<file path="src/rtl/ppt_pkg.sv">
package ppt_pkg;

  // Vertex field width and physical table depth
  localparam int VW          = 6;
  localparam int TABLE_DEPTH = 64;

  typedef logic [VW-1:0] vertex_t;

  // Item operation codes
  typedef enum logic [1:0] {
    MODE_RECORD = 2'd0,
    MODE_CLEAR  = 2'd1,
    MODE_PATH   = 2'd2
  } mode_t;

  // Controller states, one-hot
  typedef enum logic [6:0] {
    S_IDLE     = 7'b0000001,
    S_WALK     = 7'b0000010,
    S_FETCH    = 7'b0000100,
    S_EMIT_SRC = 7'b0001000,
    S_POP_RD   = 7'b0010000,
    S_POP      = 7'b0100000,
    S_BROKEN   = 7'b1000000
  } state_t;

  // Requests to the predecessor table
  typedef struct packed {
    logic    rec;
    logic    clr;
    vertex_t wr_addr;
    vertex_t wr_data;
    logic    rd_en;
    vertex_t rd_addr;
  } pred_req_t;

  // Requests to the reverse stack
  typedef struct packed {
    logic    we;
    vertex_t waddr;
    vertex_t wdata;
    logic    re;
    vertex_t raddr;
  } stk_req_t;

endpackage

</file>
<file path="src/rtl/ppt_pred_table.sv">
module ppt_pred_table (
  input  logic               clk,
  input  logic               rst,
  input  ppt_pkg::pred_req_t req,
  input  ppt_pkg::vertex_t   look_addr,
  output logic               look_valid,
  output ppt_pkg::vertex_t   rd_data
);
  import ppt_pkg::*;

  vertex_t                mem [TABLE_DEPTH];
  logic [TABLE_DEPTH-1:0] valid_bits;

  // Store predecessor and read it back through a registered read port
  always_ff @(posedge clk) begin
    if (req.rec) begin
      mem[req.wr_addr] <= req.wr_data;
    end
    if (req.rd_en) begin
      rd_data <= mem[req.rd_addr];
    end
  end

  // Mark entries valid on record, drop all on clear or reset
  always_ff @(posedge clk) begin
    if (rst || req.clr) begin
      valid_bits <= '0;
    end else if (req.rec) begin
      valid_bits[req.wr_addr] <= 1'b1;
    end
  end

  assign look_valid = valid_bits[look_addr];

endmodule

</file>
<file path="src/rtl/ppt_stack.sv">
module ppt_stack (
  input  logic              clk,
  input  ppt_pkg::stk_req_t req,
  output ppt_pkg::vertex_t  rd_data
);
  import ppt_pkg::*;

  vertex_t mem [TABLE_DEPTH];

  // Push on write, registered read for pop
  always_ff @(posedge clk) begin
    if (req.we) begin
      mem[req.waddr] <= req.wdata;
    end
    if (req.re) begin
      rd_data <= mem[req.raddr];
    end
  end

endmodule

</file>
<file path="src/rtl/predecessor_path_table.sv">
// Predecessor table with shortest-path reconstruction.
// Input channel (in_valid / in_stall) carries mode, from_vertex, to_vertex.
// A record item stores from_vertex as the predecessor of to_vertex; a clear
// item drops every predecessor. Neither gives a result or holds the input.
// A path item walks predecessors from to_vertex back to from_vertex, pushing
// each vertex on a stack, then sends the path source first on the output
// channel (out_valid / out_stall) as vertex, last, unreachable.
// Each walk step pushes the current vertex on the stack in S_WALK and reads
// its predecessor from the table; S_FETCH takes the registered read data.
// Emit alternates S_POP_RD and S_POP; the registered stack memory read sets
// the emit pace. A missing predecessor, an out-of-range endpoint or a walk
// longer than VERTICES-1 steps gives one item with last and unreachable set.
// One item is worked on at a time; in_stall is high until it is finished.
// A full output register holds the controller while out_stall is high; the
// next input item is taken as soon as the last result sits in that register.
// Reset empties the table and the output register.
module predecessor_path_table #(
  parameter int VERTICES = 64
) (
  input  logic                  clk,
  input  logic                  rst,
  input  logic                  in_valid,
  output logic                  in_stall,
  input  logic [1:0]            mode,
  input  ppt_pkg::vertex_t      from_vertex,
  input  ppt_pkg::vertex_t      to_vertex,
  output logic                  out_valid,
  input  logic                  out_stall,
  output ppt_pkg::vertex_t      vertex,
  output logic                  last,
  output logic                  unreachable
);
  import ppt_pkg::*;

  localparam logic [VW:0] VLIM  = (VW+1)'(VERTICES);
  localparam logic [VW:0] LIMIT = (VW+1)'(VERTICES - 1);

  state_t    state, state_next;
  vertex_t   src, src_next;
  vertex_t   des, des_next;
  vertex_t   cur, cur_next;
  vertex_t   depth, depth_next;
  pred_req_t preq;
  stk_req_t  sreq;
  logic      look_valid;
  vertex_t   pred_rdata;
  vertex_t   stk_rdata;
  logic      accept;
  logic      out_free;
  logic      walk_bad;
  logic      load;
  vertex_t   ld_vertex;
  logic      ld_last;
  logic      ld_unr;

  ppt_pred_table u_pred (
    .clk       (clk),
    .rst       (rst),
    .req       (preq),
    .look_addr (cur),
    .look_valid(look_valid),
    .rd_data   (pred_rdata)
  );

  ppt_stack u_stack (
    .clk    (clk),
    .req    (sreq),
    .rd_data(stk_rdata)
  );

  assign in_stall = (state != S_IDLE);
  assign accept   = in_valid && !in_stall;
  assign out_free = !out_valid || !out_stall;
  assign walk_bad = ({1'b0, cur} >= VLIM) || !look_valid || ({1'b0, depth} >= LIMIT);

  // Sequence the walk and the emit
  always_comb begin
    state_next = state;
    src_next   = src;
    des_next   = des;
    cur_next   = cur;
    depth_next = depth;
    preq       = '0;
    sreq       = '0;
    load       = 1'b0;
    ld_vertex  = src;
    ld_last    = 1'b0;
    ld_unr     = 1'b0;
    unique case (state)
      S_IDLE: begin
        if (accept) begin
          unique case (mode)
            MODE_RECORD: begin
              if ({1'b0, to_vertex} < VLIM) begin
                preq.rec     = 1'b1;
                preq.wr_addr = to_vertex;
                preq.wr_data = from_vertex;
              end
            end
            MODE_CLEAR: begin
              preq.clr = 1'b1;
            end
            MODE_PATH: begin
              src_next   = from_vertex;
              des_next   = to_vertex;
              cur_next   = to_vertex;
              depth_next = '0;
              if (({1'b0, from_vertex} >= VLIM) || ({1'b0, to_vertex} >= VLIM)) begin
                state_next = S_BROKEN;
              end else begin
                state_next = S_WALK;
              end
            end
            default: begin
            end
          endcase
        end
      end
      S_WALK: begin
        if (cur == src) begin
          state_next = S_EMIT_SRC;
        end else if (walk_bad) begin
          state_next = S_BROKEN;
        end else begin
          sreq.we      = 1'b1;
          sreq.waddr   = depth;
          sreq.wdata   = cur;
          depth_next   = depth + 1'b1;
          preq.rd_en   = 1'b1;
          preq.rd_addr = cur;
          state_next   = S_FETCH;
        end
      end
      S_FETCH: begin
        cur_next   = pred_rdata;
        state_next = S_WALK;
      end
      S_EMIT_SRC: begin
        if (out_free) begin
          load       = 1'b1;
          ld_vertex  = src;
          ld_last    = (depth == '0);
          state_next = (depth == '0) ? S_IDLE : S_POP_RD;
        end
      end
      S_POP_RD: begin
        sreq.re    = 1'b1;
        sreq.raddr = depth - 1'b1;
        depth_next = depth - 1'b1;
        state_next = S_POP;
      end
      S_POP: begin
        if (out_free) begin
          load       = 1'b1;
          ld_vertex  = stk_rdata;
          ld_last    = (depth == '0);
          state_next = (depth == '0) ? S_IDLE : S_POP_RD;
        end
      end
      S_BROKEN: begin
        if (out_free) begin
          load       = 1'b1;
          ld_vertex  = des;
          ld_last    = 1'b1;
          ld_unr     = 1'b1;
          state_next = S_IDLE;
        end
      end
      default: begin
        state_next = S_IDLE;
      end
    endcase
  end

  // Advance controller state
  always_ff @(posedge clk) begin
    if (rst) begin
      state <= S_IDLE;
      depth <= '0;
    end else begin
      state <= state_next;
      depth <= depth_next;
    end
    src <= src_next;
    des <= des_next;
    cur <= cur_next;
  end

  // Hold the result item until the receiver takes it
  always_ff @(posedge clk) begin
    if (rst) begin
      out_valid <= 1'b0;
    end else if (load) begin
      out_valid <= 1'b1;
    end else if (!out_stall) begin
      out_valid <= 1'b0;
    end
    if (load) begin
      vertex      <= ld_vertex;
      last        <= ld_last;
      unreachable <= ld_unr;
    end
  end

  // Record and clear items do not hold the input
  a_short_items: assert property (@(posedge clk) disable iff (rst)
    accept && (mode != MODE_PATH) |=> !in_stall)
    else $error("record or clear item held the input");

  // Stack never grows past the walk limit
  a_depth_limit: assert property (@(posedge clk) disable iff (rst)
    {1'b0, depth} <= LIMIT)
    else $error("stack depth beyond limit");

  // A broken chain result always closes the run
  a_unr_last: assert property (@(posedge clk) disable iff (rst)
    out_valid && unreachable |-> last)
    else $error("unreachable item without last");

  // Table read result is taken only right after a walk step
  a_fetch_order: assert property (@(posedge clk) disable iff (rst)
    state == S_FETCH |-> $past(state) == S_WALK)
    else $error("fetch without walk step");

  // Output register is never overwritten while stalled
  a_no_overwrite: assert property (@(posedge clk) disable iff (rst)
    out_valid && out_stall |-> !load)
    else $error("result item overwritten while stalled");

endmodule
</file>
<file path="config.mk">
export PLATFORM = sky130hd
export DESIGN_NAME = predecessor_path_table
export DESIGN_NICKNAME = d
export VERILOG_FILES = /design/src/rtl/ppt_pkg.sv /design/src/rtl/ppt_pred_table.sv /design/src/rtl/ppt_stack.sv /design/src/rtl/predecessor_path_table.sv
export SDC_FILE = /design/constraint.sdc
export NUM_CORES = 1
export LEC_CHECK = 0
export BUFFER_PORTS_ARGS = -buffer_cell sky130_fd_sc_hd__buf_2
export CAP_MARGIN = 0
export CORE_MARGIN = 10
export CORE_UTILIZATION = 54
export DETAILED_ROUTE_END_ITERATION = 10
export HOLD_SLACK_MARGIN = 0.05
export PLACE_DENSITY = 0.76
export SKIP_CTS_REPAIR_TIMING = 1
export SYNTH_ARGS = -nofsm -noshare
export SYNTH_HDL_FRONTEND = slang
export SYNTH_SLANG_ARGS = --single-unit
</file>
<file path="constraint.sdc">
create_clock -name clk -period 9.9 [get_ports clk]
set_input_delay 0.99 -clock clk [delete_from_list [all_inputs] [get_ports clk]]
set_output_delay 0.99 -clock clk [all_outputs]
set_load 0.01 [all_outputs]
</file>
[Word-level counts from Yosys, hierarchy flattened]
Memory sizes are Yosys's and may differ from the RTL's. A register that Yosys moved wholly into a read port is not among the register bits.
Index checks and enable logic that the tools add are counted.
Widths: inputs -> output; s select.
Word-level totals
  bits in registers: 104
  memory bits (writable): 768
  input bits: 18
  output and inout port bits: 10
  logic and storage cells: 101
  memories: 2
Operators by class
  $add $sub $neg: 2
  $lt $le $gt $ge: 4
  equality and inequality tests: 18
  muxes and demuxes: 45
  bitwise operators: 1
  reduce and logical (&&, ||, !) cells: 19
Memory list
  u_pred.mem: depth 64, bits a word 6, rd ports 1, clocked after memory_dff 1, write ports 1, RTL line ppt_pred_table.sv:11  | vertex_t mem [TABLE_DEPTH];
  u_stack.mem: depth 64, bits a word 6, rd ports 1, clocked after memory_dff 1, write ports 1, RTL line ppt_stack.sv:8  | vertex_t mem [TABLE_DEPTH];
Operator list (count)
  $mux 7: 10
  $or 64x64->64: 1
  $mux 6: 8
  $pmux 7 s6: 1
  $mux 13: 3
  $mux 14: 2
  $pmux 6 s2: 2
  $pmux 6 s3: 1
  $lt 6x7->1 const B: 2
  $mux 1: 13
  $mux 12: 1
  $ne 2x2->1 const B: 4
  $eq 7x1->1 const B: 1
  $eq 7x2->1 const B: 1
  $eq 7x3->1 const B: 1
  $eq 7x4->1 const B: 1
  $eq 7x5->1 const B: 1
  $eq 7x6->1 const B: 1
  $eq 7x7->1 const B: 1
  $ne 7x1->1 const B: 1
  $add 6x1->6 const B: 1
  $bmux 1 s6: 1
  $demux 1 s6: 1
  $eq 6x6->1: 1
  other kinds (20): 29

[Longest topological paths before layout]
  word-level depth: 10
  depth in mapped cells: 17
  mapped depth without buffers: 12

[By module]
From an unflattened synthesis, not the netlist that was laid out.
Second synthesis, totals
  cells, all modules: 1836
  area, all modules: 35181.2 sq um
By module, submodules not included
  ppt_pred_table: instances 1, cells an instance 891, area an instance 17569.4 sq um, sequential area each 12992.5 sq um
  ppt_stack: instances 1, cells an instance 720, area an instance 15285.9 sq um, sequential area each 11711.2 sq um
  predecessor_path_table: instances 1, cells an instance 225, area an instance 2326.0 sq um, sequential area each 1061.0 sq um

[Worst setup path before layout]
OpenSTA, ideal clock, no wires.
  path type: register -> register
  from: register cur[1]
  to: register u_pred.rd_data[5] (read register of u_pred.mem), data pin
  library setup time: 269 ps
  data arrival time: 3689 ps
  data required time: 9631 ps
  path slack: 5942 ps
  stages on the path, launching flop included: 16
  path buffers: 4
  clock period less this slack: 3958 ps
  cell sequence: edfxtp_1 buf_6 buf_6 mux4_2 nand2_1 a31oi_1 and4_1 buf_2 a21oi_4 inv_2 buf_6 nand2_2 inv_1 a2111oi_1 a2111oi_2 nand3_1
RTL lines
  start, declared: RTL line predecessor_path_table.sv:41  | vertex_t cur, cur_next;
  start signal, assigned: RTL line predecessor_path_table.sv:186  | cur <= cur_next;
  end, declared: RTL line ppt_pred_table.sv:7  | output ppt_pkg::vertex_t rd_data

[Worst setup path in the final report]
  from: register cur[2]
  to: memory u_stack.mem[29][1] in the netlist's numbering (enable)
On the way
  cells in the longest elaborated chain, start to end: 9
  elaborated cells on any way between the ends: 10
  classes of those cells: 1 x eq/ne; 7 x mux; 2 x reduce/logical
Ends and longest elaborated chain
  $bmux 1 s6: RTL line ppt_pred_table.sv:33  | assign look_valid = valid_bits[look_addr];
  $mux 1 (not written as such): RTL line ppt_pred_table.sv:33
  $logic_not 1->1: RTL line predecessor_path_table.sv:74  | assign walk_bad = ({1'b0, cur} >= VLIM) || !look_valid || ({1'b0, depth} >= LIMIT);
  $logic_or 1x1->1: RTL line predecessor_path_table.sv:74
  $mux 13: RTL line predecessor_path_table.sv:122  | end else if (walk_bad) begin
  $mux 13 (*): RTL line predecessor_path_table.sv:120  | if (cur == src) begin
  $mux 13 (*): RTL line predecessor_path_table.sv:89  | unique case (state)
  $mux 1: RTL line ppt_stack.sv:12  | if (req.we) begin
  $mux 1 (not written as such): RTL line ppt_stack.sv:13  | mem[req.waddr] <= req.wdata;
  end, declared: RTL line ppt_stack.sv:8
Mark *: on every way between the ends. The rest lies on a longest branch, timed or not. The select of a mux whose other input is x is not followed.

==> impl_metrics.tcl <==
set metrics [dict create \
    diodes 0 \
    postSynthCellCount 2539 \
    dp_hpwl_um 53600 \
    core_um2 66100 \
    hold_viol 0 \
    ys_seq_elements 884 \
    synth_area_um2 36200 \
    reg2reg_depth 11 \
    start_util 0.548 \
    r2r_slack_ns 4.33 \
    min_path_type "reg -> reg" \
    die_x_um 279 \
    endpoint_kind "flip-flop" \
    place_congestion 0.909 \
    synth_flop_cell "edfxtp_1" \
    holdPathStages 1 \
    grt_start_max_net_pins 128 \
    track_usage 0.224 \
    syn_area_per_cell_um2 14.3 \
    io_pins 28 \
    cts_made_buffers 80 \
    power.density_nw_per_um2 180 \
    cts_tree "built" \
    grt_pass1_vias 21800 \
    criticalPathCategory "reg -> reg" \
    setup_viol 0 \
    final_util 0.597 \
    reg2reg_to "u_stack.mem[29][1]" \
    syn_to_final_growth_pct 8.89 \
    drt_iter0_markers 3462 \
    p_leak_nw 11.5 \
    drc 0 \
    final_max_slew_viol_count 0 \
    cts_buffer_depth 3 \
    layout_worst_path_cycle_share 0.563 \
    hp-start "u_pred.valid_bits[60]" \
    cp-start-kind "flip-flop" \
    yosys_warnings 0 \
    die-area_um2 77800 \
    cp_max_fo 45 \
    port_buffers 27 \
    ys_seq_area_frac 0.712 \
    htreeDepth 3 \
    status "finished, final reports clean" \
    crit_chain "buf_4 -> buf_4 -> mux4_2 -> o22ai_1 -> a31oi_1 -> nor4b_4 -> a21oi_4 -> inv_2 -> buf_4 -> nand4_1 -> nor4_1" \
    critical-path-slowest-cell "nor4_1" \
    arrival_ns 5.81 \
    layout-drive-gt1-share 0.116 \
    ys_types 75 \
    syn_nets 2559 \
    antenna_found_initial 3 \
    hold_end "u_pred.valid_bits[60]" \
    worstPathRequired_ns 10.14 \
    ir_drop_mv 0.108 \
    first_pass_iters 7 \
    relSlewSlack 0.172 \
    fin_crit_ns 5.57 \
    r2r_start "cur[2]" \
    die_h_um 279 \
    num_rows 94 \
    clk_pin_slew_worst_paths_ns 0.07 \
    root_buffer "clkbuf_16" \
    cap_violations 0 \
    via_count 22900 \
    worst_pin_slew_ns 1.23 \
    finalWirelength_um 88600 \
    fmax_ghz 0.179 \
    nFillCells 4776 \
    tns_ns 0 \
    wl_per_cell_um 25.9 \
    grt_setup_unrepaired "no" \
    overflow 0 \
    clock_latency_ns 0.64 \
    fin_nets 2512 \
    synthArstFlopShare 0 \
    viasPerCell 6.69 \
    slowest_delay_ns 0.99 \
    skew_ns 0.0342 \
    synth-edff-count 806 \
    crit_top_cell "buf_4" \
    drtAntennaViolNets 0 \
    grt_pass1_wl_um 134000 \
    clock_sinks 884 \
]
## synth_stat cells, drive strengths merged, types with 50 or more instances
cell type / instances / share of area
o21a: 64 / 0.013
o211ai: 68 / 0.014
o21ai: 121 / 0.017
mux4: 53 / 0.033
nor2: 221 / 0.023
clkbuf: 140 / 0.015
and3: 61 / 0.011
buf: 50 / 0.0077
a21oi: 91 / 0.013
a211oi: 103 / 0.021
nand2: 185 / 0.019
edfxtp: 806 / 0.67
or3: 86 / 0.015
dfxtp: 78 / 0.043
## stage by stage
stage	hold slack [ns]	power (mW)	cell area [um^2]	std cells	setup WS [ns]
5_1_grt	0.478	7.28	39400	3418	3.94
2_1_floorplan	0.434	4.19	36200	2539	5.94
3_3_place_gp	0.441	4.24	37000	3274	4.71
3_5_place_dp	0.450	4.24	37000	3274	4.46
6_report	0.462	7.11	39400	3418	4.33
4_1_cts	0.464	7.12	39400	3418	4.43
## cells in the final DEF (no fill, tap or decap), types with 9 or more instances in the layout
cell type and instances:
nor4_1 16, or3_1 86, nor2b_1 10, nor3_1 30, a311oi_1 30, nor2_1 218
a211oi_1 103, edfxtp_1 806, nand4_1 11, o21ai_0 120, o21a_1 64, buf_2 27
nand3b_1 9, mux4_2 53, nand2_1 180, clkbuf_1 21, clkbuf_16 83, clkinv_2 12
clkinv_1 12, nand3_1 23, dfxtp_1 77, o22ai_1 29, o311ai_0 17, mux2_2 34
o211ai_1 67, a21oi_1 87, mux2i_1 31, and3_1 60, a31oi_1 41, buf_4 33
## registers in the layout (all words and copies together), names as in the netlist
signal,flops
state,7
u_pred.valid_bits,64
vertex,6
des,6
out_valid,1
cur,6
last,1
u_stack.rd_data,6
unreachable,1
u_pred.rd_data,6
u_stack.mem,384
u_pred.mem,384
src,6
depth,6
## area by class of cell
cell class	count	area (um^2)	share of cell area
Multi-Input combinational cell	1452	9650	0.245
Tap cell	864	1080	0.0274
Clock buffer	112	2270	0.0575
Inverter	13	50.0	0.00127
Clock inverter	32	211	0.00536
Timing Repair Buffer	61	403	0.0102
Sequential cell	884	25800	0.653
## per-layer routing
metal | vias up | track usage | part of all wire
met2 | 1488 | 0.330 | 0.44
li1 | 9835 | - | -
met5 | - | 0 | 0.00041
met1 | 11300 | 0.319 | 0.40
met4 | 6 | 0.0803 | 0.033
met3 | 243 | 0.0587 | 0.13
## power by group
part           internal, mW  switching (mW)  leakage, nW
Clock                  1.63            1.32         1.21
Sequential             4.03         0.00448         6.84
Combinational        0.0356          0.0929         3.42
## worst max-delay path, delay by kind of cell (launching register included)
family,cells,cell delay (ns)
muxes,1,0.33
AOI/OAI and AO/OA,3,0.51
and+or+nand+nor,3,2.01
DFF,1,0.34
buffers and inverters,4,1.92
## worst max-delay path by stage
stage,start,to,slack [ns],depth (start not counted)
floorplan,cur[1],u_pred.rd_data[5],5.94,15
global placement,cur[2],u_stack.mem[29][2],4.71,11
detailed placement,cur[2],u_stack.mem[29][4],4.46,11
CTS,cur[2],u_stack.mem[29][5],4.43,11
global route,cur[2],u_stack.mem[29][1],3.94,11
finish,cur[2],u_stack.mem[29][1],4.33,11
## cell families after synthesis
| kind of cell | after synthesis | share of synthesized area |
|---|---|---|
| compound gates | 622 | 0.116 |
| xor+xnor | 10 | 0.00242 |
| fa+ha+maj | 2 | 0.000691 |
| buf+inv | 203 | 0.0236 |
| flops | 884 | 0.712 |
| mux | 120 | 0.0527 |
| simple gates | 698 | 0.0931 |
Note: power is estimated with default switching activity, not from simulation.
